`config.mk`:
```
export PLATFORM = sky130hd
export DESIGN_NAME = mean_shift_brightness_adjust_top
export DESIGN_NICKNAME = d
export VERILOG_FILES = /design/src/rtl/msba_pkg.sv /design/src/rtl/msba_lane.sv /design/src/rtl/msba_merge.sv /design/src/rtl/mean_shift_brightness_adjust_top.sv
export SDC_FILE = /design/constraint.sdc
export NUM_CORES = 1
export LEC_CHECK = 0
export BUFFER_PORTS_ARGS = -buffer_cell sky130_fd_sc_hd__buf_2
export CORE_ASPECT_RATIO = 0.5
export CORE_UTILIZATION = 53
export DETAILED_ROUTE_END_ITERATION = 7
export GPL_ROUTABILITY_DRIVEN = 0
export MAX_ROUTING_LAYER = met4
export PLACE_DENSITY = 0.72
export SYNTH_ARGS = -nofsm -noshare
export SYNTH_HDL_FRONTEND = slang
export SYNTH_SLANG_ARGS = --single-unit
```
`constraint.sdc`:
```
create_clock -name clk_i -period 6.5 [get_ports clk_i]
set_input_delay 1.3 -clock clk_i [delete_from_list [all_inputs] [get_ports clk_i]]
set_output_delay 1.3 -clock clk_i [all_outputs]
set_load 0.05 [all_outputs]
```
`src/rtl/msba_pkg.sv`:
```
// Shared types and constants of the mean-shift brightness adjust block.
package msba_pkg;

  localparam int unsigned COUNT_BITS_DEF     = 22;
  localparam int unsigned GAIN_FRAC_BITS_DEF = 8;
  localparam int unsigned GAIN_W             = 12;
  localparam int unsigned CHAN_W             = 8;
  localparam int unsigned NUM_LANES          = 3;
  localparam int unsigned DIV_STEP_W         = 3;
  localparam logic [GAIN_W-1:0] GAIN_RESET   = 12'd256;
  localparam logic [CHAN_W-1:0] CHAN_MAX     = 8'd255;
  localparam logic KIND_ACCUM  = 1'b0;
  localparam logic KIND_ADJUST = 1'b1;

  typedef struct packed {
    logic              kind;
    logic [CHAN_W-1:0] red;
    logic [CHAN_W-1:0] green;
    logic [CHAN_W-1:0] blue;
  } item_t;

  typedef struct packed {
    logic [CHAN_W-1:0] out_red;
    logic [CHAN_W-1:0] out_green;
    logic [CHAN_W-1:0] out_blue;
  } res_t;

  typedef struct packed {
    logic acc_en;
    logic acc_clear;
    logic div_start;
    logic div_step;
    logic mul_en;
    logic count_zero;
  } lane_ctrl_t;

  typedef enum logic [2:0] {
    ST_ACCUM,
    ST_DIVIDE,
    ST_OFFSET,
    ST_EMIT,
    ST_ADJUST
  } state_e;

endpackage

```
`src/rtl/msba_lane.sv`:
```
// One color channel: sum, serial mean divide, offset multiply and pixel adjust.
module msba_lane #(
  parameter int unsigned COUNT_BITS     = msba_pkg::COUNT_BITS_DEF,
  parameter int unsigned GAIN_FRAC_BITS = msba_pkg::GAIN_FRAC_BITS_DEF
) (
  input  logic                        clk_i,
  input  logic                        rst_ni,
  input  msba_pkg::lane_ctrl_t        ctrl_i,
  input  logic [COUNT_BITS:0]         count_i,
  input  logic [msba_pkg::GAIN_W-1:0] gain_i,
  input  logic [msba_pkg::CHAN_W-1:0] acc_pix_i,
  input  logic [msba_pkg::CHAN_W-1:0] adj_pix_i,
  output logic [msba_pkg::CHAN_W-1:0] adj_o
);

  localparam int unsigned CW     = msba_pkg::CHAN_W;
  localparam int unsigned SUM_W  = COUNT_BITS + CW;
  localparam int unsigned CNT_W  = COUNT_BITS + 1;
  localparam int unsigned PROD_W = CW + msba_pkg::GAIN_W;
  localparam int unsigned OFS_W  = PROD_W - GAIN_FRAC_BITS;
  localparam int unsigned ADJ_W  = ((OFS_W > CW + 1) ? OFS_W : CW + 1) + 2;

  logic [SUM_W-1:0]  sum_q, sum_d;
  logic [CNT_W-1:0]  rem_q, rem_d;
  logic [CW-1:0]     quo_q, quo_d;
  logic [CW-1:0]     mean_q;
  logic [OFS_W-1:0]  ofs_q;
  logic [CNT_W:0]    shifted;
  logic [CNT_W:0]    diff;
  logic [CW-1:0]     mean_sel;
  logic [PROD_W-1:0] prod;
  logic [ADJ_W-1:0]  adj_val;

  // Accumulator; a new frame restarts the sum with the current pixel.
  always_comb begin
    sum_d = ctrl_i.acc_clear ? '0 : sum_q;
    if (ctrl_i.acc_en) begin
      sum_d = sum_d + {{(SUM_W-CW){1'b0}}, acc_pix_i};
    end
  end

  always_ff @(posedge clk_i or negedge rst_ni) begin
    if (!rst_ni) begin
      sum_q <= '0;
    end else begin
      sum_q <= sum_d;
    end
  end

  // Restoring divide, one quotient bit a cycle. The sum never reaches
  // 256 * count, so the high part starts below the divisor and 8 steps suffice.
  assign shifted = {rem_q, quo_q[CW-1]};
  assign diff    = shifted - {1'b0, count_i};

  always_comb begin
    rem_d = rem_q;
    quo_d = quo_q;
    if (ctrl_i.div_start) begin
      rem_d = {1'b0, sum_q[SUM_W-1:CW]};
      quo_d = sum_q[CW-1:0];
    end else if (ctrl_i.div_step) begin
      if (!diff[CNT_W]) begin
        rem_d = diff[CNT_W-1:0];
        quo_d = {quo_q[CW-2:0], 1'b1};
      end else begin
        rem_d = shifted[CNT_W-1:0];
        quo_d = {quo_q[CW-2:0], 1'b0};
      end
    end
  end

  always_ff @(posedge clk_i) begin
    rem_q <= rem_d;
    quo_q <= quo_d;
  end

  // Mean and scaled offset, taken once per frame.
  assign mean_sel = ctrl_i.count_zero ? '0 : quo_q;
  assign prod     = {{(PROD_W-CW){1'b0}}, mean_sel}
                  * {{(PROD_W-msba_pkg::GAIN_W){1'b0}}, gain_i};

  always_ff @(posedge clk_i) begin
    if (ctrl_i.mul_en) begin
      mean_q <= mean_sel;
      ofs_q  <= prod[PROD_W-1:GAIN_FRAC_BITS];
    end
  end

  assign adj_val = {{(ADJ_W-CW){1'b0}}, adj_pix_i}
                 - {{(ADJ_W-CW){1'b0}}, mean_q}
                 + {{(ADJ_W-OFS_W){1'b0}}, ofs_q};

  always_comb begin
    if (adj_val[ADJ_W-1]) begin
      adj_o = '0;
    end else if (adj_val > {{(ADJ_W-CW){1'b0}}, msba_pkg::CHAN_MAX}) begin
      adj_o = msba_pkg::CHAN_MAX;
    end else begin
      adj_o = adj_val[CW-1:0];
    end
  end

endmodule

```
`src/rtl/msba_merge.sv`:
```
// Merge of the lane results into the registered result item and its strobe.
module msba_merge (
  input  logic                        clk_i,
  input  logic                        rst_ni,
  input  logic                        emit_i,
  input  logic [msba_pkg::CHAN_W-1:0] lane_i [msba_pkg::NUM_LANES],
  output logic                        res_valid_o,
  output msba_pkg::res_t              res_o
);

  logic           valid_q;
  msba_pkg::res_t res_q;

  always_ff @(posedge clk_i or negedge rst_ni) begin
    if (!rst_ni) begin
      valid_q <= 1'b0;
    end else begin
      valid_q <= emit_i;
    end
  end

  always_ff @(posedge clk_i) begin
    if (emit_i) begin
      res_q.out_red   <= lane_i[0];
      res_q.out_green <= lane_i[1];
      res_q.out_blue  <= lane_i[2];
    end
  end

  assign res_valid_o = valid_q;
  assign res_o       = res_q;

endmodule

```
`src/rtl/mean_shift_brightness_adjust_top.sv`:
```
// Top level: frame control, gain register, three channel lanes and result merge.
// Accumulate items (kind 0) and adjust items (kind 1) are taken when not busy; each
// adjust item after a frame's first strobes its result for one cycle on the cycle
// after it is taken. The receiver cannot stall: each result is valid for exactly
// that one cycle. The first adjust item of a frame raises busy while an 8-step
// serial divide per lane forms the channel means and the offset and emit states
// form the scaled offsets and adjust the held pixel. Its result strobes when busy
// drops. The gain is sampled in ST_OFFSET; write it only while the block is idle.
module mean_shift_brightness_adjust_top #(
  parameter int unsigned COUNT_BITS     = msba_pkg::COUNT_BITS_DEF,
  parameter int unsigned GAIN_FRAC_BITS = msba_pkg::GAIN_FRAC_BITS_DEF
) (
  input  logic                        clk_i,
  input  logic                        rst_ni,
  input  logic                        start,
  output logic                        busy,
  input  msba_pkg::item_t             item_i,
  output logic                        res_valid_o,
  output msba_pkg::res_t              res_o,
  input  logic                        cfg_valid_i,
  output logic                        cfg_ready_o,
  input  logic [msba_pkg::GAIN_W-1:0] cfg_data_i
);

  localparam int unsigned CNT_W = COUNT_BITS + 1;

  msba_pkg::state_e     state_q, state_d;
  logic [CNT_W-1:0]     count_q, count_d;
  logic [msba_pkg::DIV_STEP_W-1:0] step_q, step_d;
  logic [msba_pkg::GAIN_W-1:0]     gain_q;
  msba_pkg::item_t      hold_q;
  msba_pkg::item_t      adj_item;
  msba_pkg::lane_ctrl_t ctrl;
  logic                 accept;
  logic                 emit;
  logic [msba_pkg::CHAN_W-1:0] acc_pix [msba_pkg::NUM_LANES];
  logic [msba_pkg::CHAN_W-1:0] adj_pix [msba_pkg::NUM_LANES];
  logic [msba_pkg::CHAN_W-1:0] lane_res [msba_pkg::NUM_LANES];

  assign busy        = (state_q == msba_pkg::ST_DIVIDE) || (state_q == msba_pkg::ST_OFFSET)
                    || (state_q == msba_pkg::ST_EMIT);
  assign accept      = start && !busy;
  assign cfg_ready_o = 1'b1;

  always_ff @(posedge clk_i or negedge rst_ni) begin
    if (!rst_ni) begin
      gain_q <= msba_pkg::GAIN_RESET;
    end else if (cfg_valid_i && cfg_ready_o) begin
      gain_q <= cfg_data_i;
    end
  end

  // Next state.
  always_comb begin
    state_d = state_q;
    case (state_q)
      msba_pkg::ST_ACCUM: begin
        if (accept && item_i.kind == msba_pkg::KIND_ADJUST) begin
          state_d = msba_pkg::ST_DIVIDE;
        end
      end
      msba_pkg::ST_DIVIDE: begin
        if (step_q == '1) begin
          state_d = msba_pkg::ST_OFFSET;
        end
      end
      msba_pkg::ST_OFFSET: state_d = msba_pkg::ST_EMIT;
      msba_pkg::ST_EMIT:   state_d = msba_pkg::ST_ADJUST;
      msba_pkg::ST_ADJUST: begin
        if (accept && item_i.kind == msba_pkg::KIND_ACCUM) begin
          state_d = msba_pkg::ST_ACCUM;
        end
      end
      default: state_d = msba_pkg::ST_ACCUM;
    endcase
  end

  // Outputs of the controller.
  always_comb begin
    ctrl       = '0;
    emit       = 1'b0;
    adj_item   = item_i;
    count_d    = count_q;
    step_d     = '0;
    ctrl.count_zero = (count_q == '0);
    case (state_q)
      msba_pkg::ST_ACCUM: begin
        if (accept && item_i.kind == msba_pkg::KIND_ACCUM && !count_q[COUNT_BITS]) begin
          ctrl.acc_en = 1'b1;
          count_d     = count_q + CNT_W'(1);
        end
        if (accept && item_i.kind == msba_pkg::KIND_ADJUST) begin
          ctrl.div_start = 1'b1;
        end
      end
      msba_pkg::ST_DIVIDE: begin
        ctrl.div_step = 1'b1;
        step_d        = step_q + msba_pkg::DIV_STEP_W'(1);
      end
      msba_pkg::ST_OFFSET: ctrl.mul_en = 1'b1;
      msba_pkg::ST_EMIT: begin
        adj_item = hold_q;
        emit     = 1'b1;
      end
      msba_pkg::ST_ADJUST: begin
        if (accept && item_i.kind == msba_pkg::KIND_ACCUM) begin
          // New frame: restart the sums with this pixel.
          ctrl.acc_clear = 1'b1;
          ctrl.acc_en    = 1'b1;
          count_d        = CNT_W'(1);
        end
        if (accept && item_i.kind == msba_pkg::KIND_ADJUST) begin
          emit = 1'b1;
        end
      end
      default: ;
    endcase
  end

  always_ff @(posedge clk_i or negedge rst_ni) begin
    if (!rst_ni) begin
      state_q <= msba_pkg::ST_ACCUM;
      count_q <= '0;
      step_q  <= '0;
    end else begin
      state_q <= state_d;
      count_q <= count_d;
      step_q  <= step_d;
    end
  end

  // Hold the first adjust pixel while the means are formed.
  always_ff @(posedge clk_i) begin
    if (ctrl.div_start) begin
      hold_q <= item_i;
    end
  end

  assign acc_pix[0] = item_i.red;
  assign acc_pix[1] = item_i.green;
  assign acc_pix[2] = item_i.blue;
  assign adj_pix[0] = adj_item.red;
  assign adj_pix[1] = adj_item.green;
  assign adj_pix[2] = adj_item.blue;

  for (genvar g = 0; g < msba_pkg::NUM_LANES; g++) begin : g_lane
    msba_lane #(
      .COUNT_BITS     (COUNT_BITS),
      .GAIN_FRAC_BITS (GAIN_FRAC_BITS)
    ) u_lane (
      .clk_i     (clk_i),
      .rst_ni    (rst_ni),
      .ctrl_i    (ctrl),
      .count_i   (count_q),
      .gain_i    (gain_q),
      .acc_pix_i (acc_pix[g]),
      .adj_pix_i (adj_pix[g]),
      .adj_o     (lane_res[g])
    );
  end

  msba_merge u_merge (
    .clk_i       (clk_i),
    .rst_ni      (rst_ni),
    .emit_i      (emit),
    .lane_i      (lane_res),
    .res_valid_o (res_valid_o),
    .res_o       (res_o)
  );

  a_count_limit: assert property (@(posedge clk_i) disable iff (!rst_ni)
    !(count_q[COUNT_BITS] && (count_q[COUNT_BITS-1:0] != '0)))
    else $error("pixel count beyond limit");

  a_emit_strobe: assert property (@(posedge clk_i) disable iff (!rst_ni)
    (state_q == msba_pkg::ST_EMIT) |=> res_valid_o)
    else $error("held pixel result not strobed");

  a_accum_silent: assert property (@(posedge clk_i) disable iff (!rst_ni)
    (accept && item_i.kind == msba_pkg::KIND_ACCUM) |=> !res_valid_o)
    else $error("accumulate transfer produced a result");

  a_divide_length: assert property (@(posedge clk_i) disable iff (!rst_ni)
    (state_q == msba_pkg::ST_DIVIDE && step_q != '1) |=> (state_q == msba_pkg::ST_DIVIDE))
    else $error("divide left early");

endmodule

```
==> out/qor.json, run 1 <==
{
  "cells_and_area": {
    "layout.cell_area.non_filler_mm2": 0.0327,
    "post_route_cells_drive_above_1_share_pct": 7.93,
    "filler_cell_count": 4848,
    "leading_cell_type_in_the_layout_fill_and_taps_excluded": "nand2_1",
    "syn_to_final_growth_pct": 8.50,
    "footprint_of_the_multi_input_gates_mm2": 0.0190,
    "layout_common_cells": "nand2_1, inv_1, ha_1, and3_1",
    "fin_cells": 4050,
    "design.final.nets": 3763,
    "layout.area.seq_mm2": 0.00931
  },
  "clocking": {
    "numClockSinks": 333,
    "clock_insertion_delay_worst_skew_ns": 0.58,
    "tritoncts": "done",
    "clk_root_buffer_cell": "clkbuf_16",
    "cts.reportedPaths.clkPinSlew_ns": 0.07,
    "cts-hold-fix-buffers": 0,
    "clock_path_buffers": 3,
    "cts_inserted_buffers": 36,
    "clock_tree.htree_level_count": 2
  },
  "job": {
    "drv.max_cap_violation_count": 0
  },
  "yosys": {
    "register_area_share_after_synthesis_pct": 30.9,
    "synth_async_sr_flop_share_pct": 39.6,
    "synth_enable_flop_cells": 198,
    "syn-num-nets": 3738,
    "post_synth_inst_count": 3237,
    "yosys_most_used_dff": "edfxtp_1",
    "avgSynthCellArea_um2": 9.30,
    "synth_warnings": 0,
    "synth.distinct_cells": 91,
    "ys_seq_elements": 333,
    "syn-cell-area_mm2": 0.0301
  },
  "sta": {
    "slew_of_the_pin_with_the_lowest_slew_margin_ns": 1.17,
    "timing.final.crit_share_pct": 96.7,
    "achievable-frequency_ghz": 0.159,
    "final_hold_vios": 0,
    "finalSetupViolCount": 0,
    "setup_skew_after_layout_ns": 0.0308,
    "slew_violations": 0,
    "slew_headroom_pct": 21.5,
    "layout_min_cycle_time_ns": 6.28
  },
  "global_routing": {
    "grt_overflow_total": 0,
    "vias_in_the_first_global_route": 22900,
    "grt_max_degree": 77,
    "grt_pass1_wl_um": 118000,
    "grt_antenna_before_repair": 3,
    "gr-usage-all-layers_pct": 26.1
  },
  "worst_setup_path": {
    "regToRegStartpoint": "count_q[11]$_DFFE_PN0P_",
    "timing.critical_path.to": "g_lane[2].u_lane.ofs_q[11]$_DFFE_PP_",
    "worstPathMaxFanout": 12,
    "worstSetupPathType": "reg2reg",
    "regToRegEndpoint": "g_lane[2].u_lane.ofs_q[11]$_DFFE_PP_",
    "startpoint": "count_q[11]$_DFFE_PN0P_",
    "start_kind": "register",
    "rrSetupSlack_ns": 0.22,
    "crit_path_capture_type": "register",
    "crit_required_ns": 6.81,
    "reg2regPathDepth": 22,
    "cp.arrival_ns": 6.60
  },
  "min_path": {
    "hp_start": "step_q[0]$_DFF_PN0_",
    "holdCritPathClass": "reg2reg"
  },
  "die": {
    "design.die.area_mm2": 0.0578,
    "floorplan.initialDensity_pct": 53.9,
    "fp.coreArea_mm2": 0.0559,
    "fp.dieH_um": 171,
    "fp-row-count": 61,
    "num_io_pins": 68,
    "die_x_um": 339
  },
  "run_status": {
    "outcome": "complete, no violations"
  },
  "placement": {
    "dp.final_hpwl_um": 53500,
    "post_placement_cell_count": 3966,
    "placement.cell_area_mm2": 0.0313,
    "buffer_ports.inserted": 66
  },
  "route": {
    "detailed_router_iteration_count_before_antenna_repair": 6,
    "routed_wire_length_per_instance_um": 18.0,
    "post_drt_via_cell_ratio": 5.75,
    "finalWirelength_um": 72900,
    "number_of_remaining_drc_errors": 0,
    "drt_iter0_drc": 1907,
    "vias": 23300,
    "antenna_left": 0
  }
}
## synth_stat cells (29+ instances only)
library cell    n  share of area (%)
edfxtp_1      198                 20
o21a_1         29               0.72
a21oi_1       140                2.3
o21ai_0       126                2.1
xnor2_1       132                3.8
nor2_1        198                2.5
mux2i_1        44                1.5
nand2_1       379                4.7
dfrtp_1       131                 11
mux2_2         33                1.2
clkbuf_1      125                1.6
fa_1          189                 13
and3_1        247                5.1
inv_1         357                4.4
nand3_1        49               0.81
nor3_1         51               0.85
ha_1          271                 11
and2_1         60                1.2
xor2_1         74                2.2
a21o_1         50                1.2
## per-stage QoR
stage               utilization [%]  worst slack [ns]  TNS, ns  hold slack, ns
floorplan                         -             0.214        0           0.410
finish                         58.5             0.215        0           0.442
global route                   58.5          -0.00792  -0.0140           0.480
detailed placement             55.9            -0.222   -0.689           0.435
global placement               55.9            0.0440        0           0.430
CTS                            58.2            0.0270        0           0.444
## registers in the layout, summed over array words and instances (netlist names), 12 cells and up
register / cells
count_q: 23
g_lane.u_lane.rem_q: 69
u_merge.res_o: 24
gain_q: 12
g_lane.u_lane.quo_q: 24
g_lane.u_lane.ofs_q: 36
g_lane.u_lane.mean_q: 24
hold_q: 24
g_lane.u_lane.sum_q: 90
## layer usage
metal	track usage, %	routed length, um
met3	5.26	5150
met4	8.58	2070
met2	40.8	32800
met1	34.2	32900
met5	-	0
## critical path, stage by stage (launching register included)
cell and delay [ns]:
dfrtp_1 0.42, nor4_2 0.33, nand4_1 0.22, buf_4 0.20, or2_4 0.28, and3_1 0.22, fa_1 0.51, fa_1 0.51
fa_1 0.51, inv_1 0.06, fa_1 0.49, inv_1 0.05, ha_1 0.31, and3_1 0.18, a221o_1 0.39, nor3_1 0.14
nand3_1 0.12, o2111ai_2 0.13, nand2_1 0.13, o41a_1 0.37, a21o_1 0.22, a21oi_1 0.17, xnor2_1 0.08
## repair_timing
action / in CTS / in global routing
setup endpoints to repair: 7 / 18
gates resized for setup: 2 / 10
pin swaps: 0 / 9
cloned: 0 / 2
buffers inserted: 0 / 12
## cells by family after synthesis
kind of cell / Yosys count / synth area share, %
compound gates: 541 / 11.8
xor+xnor: 208 / 6.14
fa+ha+maj: 460 / 23.8
buf+inv: 495 / 6.34
flops: 333 / 30.9
mux: 77 / 2.70
other cells: 1 / 0.0125
simple gates: 1122 / 18.3
## how the worst min path moves through the flow
stage / to / depth (start not counted)
final: step_q[0]$_DFF_PN0_ / 1
after floorplan: step_q[0]$_DFF_PN0_ / 1
after global placement: step_q[0]$_DFF_PN0_ / 1
after CTS: step_q[0]$_DFF_PN0_ / 1
after detailed placement: step_q[0]$_DFF_PN0_ / 1
after global routing: step_q[0]$_DFF_PN0_ / 1
## final cells by class
| cell class | count | share of cell area [%] |
|---|---|---|
| Antenna cell | 4 | 0.0306 |
| Clock buffer | 44 | 2.94 |
| Clock inverter | 22 | 0.915 |
| Inverter | 358 | 4.12 |
| Multi-Input combinational cell | 2411 | 58.2 |
| Sequential cell | 333 | 28.5 |
| Tap cell | 756 | 2.89 |
| Timing Repair Buffer | 122 | 2.43 |
Power of run 1 is left out: the tool's default activity adds up to more than one toggle a clock period on the data nets, which glitch-free logic cannot reach.
==> inputs of run 2 (changes only) <==
--- a/config.mk
+++ b/config.mk
@@ -10,6 +10,7 @@
 export CORE_UTILIZATION = 53
 export DETAILED_ROUTE_END_ITERATION = 7
 export GPL_ROUTABILITY_DRIVEN = 0
+export HOLD_SLACK_MARGIN = 0.06
 export MAX_ROUTING_LAYER = met4
 export PLACE_DENSITY = 0.72
 export SYNTH_ARGS = -nofsm -noshare
==> constraint.sdc (replaced) <==
create_clock -name clk_i -period 6.5 [get_ports clk_i]
set_input_delay 0.65 -clock clk_i [delete_from_list [all_inputs] [get_ports clk_i]]
set_output_delay 0.65 -clock clk_i [all_outputs]
set_load 0.05 [all_outputs]
==> run 2 against run 1 <==
  * First-iteration DRC count grew 0.73%
  * Die area is the same
  * Cell count shrank 0.30%
  * Count of clock-buffer cells in the layout grew 6
  * Highest routed layer unchanged
  * Critical endpoint unchanged
==> out/qor.json, run 2 (synthesis results as in run 1) <==
{
  "run_status": {
    "outcome": "complete, no violations"
  },
  "sta": {
    "timing.final.crit_share": {"value": 96.4, "unit": "%", "change": "-0.28 points"},
    "slew_of_the_pin_with_the_lowest_slew_margin": {"value": 1.17, "unit": "ns", "change": "-0.00499 ns"},
    "layout_min_cycle_time": {"value": 6.27, "unit": "ns", "change": "-0.0180 ns"},
    "achievable-frequency": {"value": 0.160, "unit": "GHz", "change": "+0.29%"},
    "finalSetupViolCount": {"value": 0, "change": "unchanged"},
    "setup_skew_after_layout": {"value": 0.0244, "unit": "ns", "change": "-0.00639 ns"},
    "slew_headroom": {"value": 22.1, "unit": "%", "change": "+0.63 points"},
    "final_hold_vios": {"value": 0, "change": "unchanged"},
    "slew_violations": {"value": 0, "change": "unchanged"},
    "finalSetupTns": {"value": 0, "unit": "ns", "change": "unchanged"},
    "rsz0062_at_grt": "yes"
  },
  "worst_setup_path": {
    "path_cells": "nor4_4 -> nand4_1 -> buf_4 -> or2_4 -> buf_4 -> and2_1 -> nand2_1 -> fa_1 -> fa_1 -> inv_1 -> fa_1 -> fa_1 -> ha_1 -> and3_1 -> a221o_1 -> nor3_1 -> nand3_1 -> o2111ai_2 -> nand2_1 -> o41a_1 -> a21o_1 -> a21oi_2 -> xnor2_1",
    "crit_required": {"value": 6.79, "unit": "ns", "change": "-0.02 ns"},
    "cp.arrival": {"value": 6.56, "unit": "ns", "change": "-0.04 ns"},
    "cpLargestDelayFamily": "adder cells",
    "critical-path-top-cell-by-count": "fa_1",
    "path_buf_inv": {"value": 3, "change": "unchanged"},
    "worstPathMaxFanout": {"value": 8, "change": "-4"},
    "critical_path.max_stage_delay": {"value": 0.52, "unit": "ns", "change": "about the same"},
    "startpoint": "count_q[16]$_DFFE_PN0P_",
    "crit_path_capture_type": "register",
    "start_kind": "register",
    "critPathSlowestCell": "fa_1",
    "worstSetupPathType": "reg2reg",
    "regToRegStartpoint": "count_q[16]$_DFFE_PN0P_"
  },
  "global_routing": {
    "grt_max_degree": {"value": 107, "change": "+39%"},
    "grt_pass1_wl": {"value": 118000, "unit": "um", "change": "-0.50%"},
    "vias_in_the_first_global_route": {"value": 22900, "change": "-0.017%"},
    "gr-usage-all-layers": {"value": 25.9, "unit": "%", "change": "-0.21 points"},
    "grt_overflow_total": {"value": 0, "change": "unchanged"},
    "grt_antenna_before_repair": {"value": 4, "change": "+1"}
  },
  "job": {
    "drv.max_cap_violation_count": {"value": 0, "change": "unchanged"}
  },
  "cells_and_area": {
    "design.final.nets": {"value": 3752, "change": "-0.29%"},
    "largest_registers": "g_lane.u_lane.sum_q (90), g_lane.u_lane.rem_q (69), g_lane.u_lane.ofs_q (36)",
    "regMostFlops": "g_lane.u_lane.sum_q",
    "post_route_cells_drive_above_1_share": {"value": 7.75, "unit": "%", "change": "-0.18 points"},
    "largest_register_ffs": {"value": 90, "change": "unchanged"},
    "syn_to_final_growth_pct": 8.06,
    "filler_cell_count": {"value": 4805, "change": "-0.89%"},
    "leading_cell_type_in_the_layout_fill_and_taps_excluded": "nand2_1",
    "layout_common_cells": "nand2_1, inv_1, ha_1, and3_1"
  },
  "clocking": {
    "cts_inserted_buffers": {"value": 36, "change": "unchanged"},
    "clock_tree.htree_level_count": {"value": 2, "change": "unchanged"},
    "clock_path_buffers": {"value": 3, "change": "unchanged"},
    "clk_root_buffer_cell": "clkbuf_16",
    "cts-hold-fix-buffers": {"value": 0, "change": "unchanged"},
    "cts.reportedPaths.clkPinSlew": {"value": 0.06, "unit": "ns", "change": "about the same"},
    "tritoncts": "done",
    "clock_insertion_delay_worst_skew": {"value": 0.56, "unit": "ns", "change": "-0.02 ns"},
    "numClockSinks": {"value": 333, "change": "unchanged"}
  },
  "placement": {
    "dp.final_hpwl": {"value": 53400, "unit": "um", "change": "-0.13%"},
    "buffer_ports.inserted": {"value": 66, "change": "unchanged"}
  },
  "route": {
    "drt_iter0_drc": {"value": 1921, "change": "+0.73%"},
    "antenna_left": {"value": 0, "change": "unchanged"},
    "detailed_router_iteration_count_before_antenna_repair": {"value": 5, "change": "-1"},
    "finalWirelength": {"value": 73100, "unit": "um", "change": "+0.22%"},
    "vias": {"value": 23200, "change": "-0.42%"},
    "routed_wire_length_per_instance": {"value": 18.1, "unit": "um", "change": "+0.52%"},
    "number_of_remaining_drc_errors": {"value": 0, "change": "unchanged"},
    "post_drt_via_cell_ratio": {"value": 5.75, "change": "-0.13%"}
  },
  "min_path": {
    "holdCritPathClass": "in2async"
  },
  "die": {
    "fp.dieH": {"value": 171, "unit": "um", "change": "unchanged"},
    "floorplan.initialDensity": {"value": 53.9, "unit": "%", "change": "unchanged"},
    "num_io_pins": {"value": 68, "change": "unchanged"},
    "fp-row-count": {"value": 61, "change": "unchanged"},
    "design.die.area": {"value": 0.0578, "unit": "mm^2", "change": "unchanged"},
    "fp.coreArea": {"value": 0.0559, "unit": "mm^2", "change": "unchanged"},
    "die_x": {"value": 339, "unit": "um", "change": "unchanged"}
  }
}
run 2: cell count changes in the layout (fill, tap and decap cells not counted), sizes merged:
cell	before	now
clkinv	12	10
clkinvlp	0	2
clkbuf	44	50
inv	362	359
buf	122	111
bufinv	6	2
run 2: final cells by class:
cell class	count	area (um^2)	area share, %
repair buffers	111	699	2.15
diodes	4	10.0	0.0308
multi-input cells	2411	19100	58.6
well taps	756	946	2.91
inverters	358	1350	4.14
clock inverters	15	139	0.427
flip-flops and latches	333	9310	28.6
clock buffers	50	1020	3.15
run 2: worst paths after layout:
check	to	slack, ns	cells after the start
worst max-delay path	g_lane[2].u_lane.ofs_q[11]$_DFFE_PP_	0.23	23
worst min-delay path	g_lane[2].u_lane.sum_q[25]$_DFF_PN0_	0.1	1
worst max register to register	g_lane[2].u_lane.ofs_q[11]$_DFFE_PP_	0.23	23
worst min register to register	step_q[0]$_DFF_PN0_	0.43	1
max in group asynchronous	gain_q[2]$_DFFE_PN0P_	4.93	2
min in group clk_i	hold_q[7]$_DFFE_PP_	0.30	1
run 2: timing repair:
item                       in CTS  in global routing
setup endpoints to repair       2                 27
pin swaps                       0                  8
resized for setup               1                 18
setup buffers                   0                  7
cloned                          0                  2
run 2: layer usage:
metal | vias to the layer above | global-route usage (%) | wire, um | part of all wire [%]
li1 | 11100 | - | - | -
met1 | 11400 | 34.1 | 33100 | 45
met2 | 584 | 41.7 | 33300 | 46
met3 | 108 | 4.73 | 4890 | 6.7
met4 | 0 | 6.33 | 1720 | 2.3
met5 | - | - | 0 | 0
run 2: worst reg2reg max path: cells and delay by family (launching register included):
family                     cells  cell delay [ns]
adders and majority gates      5             2.22
and+or+nand+nor                9             1.61
AOI/OAI and AO/OA              5             1.25
DFF                            1             0.45
buffers and inverters          3             0.40
xor gates and xnor gates       1             0.07
run 2: metrics by stage:
| step | util (%) | instances | cell area, um^2 | setup WS, ns | hold WS [ns] |
|---|---|---|---|---|---|
| finish | 58.3 | 4038 | 32500 | 0.233 | 0.0995 |
| global route | 58.2 | 4037 | 32500 | -0.0104 | 0.142 |
| CTS | 57.9 | 4025 | 32400 | 0.0857 | 0.111 |
| detailed placement | 55.8 | 3960 | 31200 | -0.00664 | 0.426 |
| global placement | 55.8 | 3960 | 31200 | 0.162 | 0.426 |
| floorplan | - | 3237 | 30100 | 0.214 | 0.354 |
Power of run 2 is left out for the same reason.
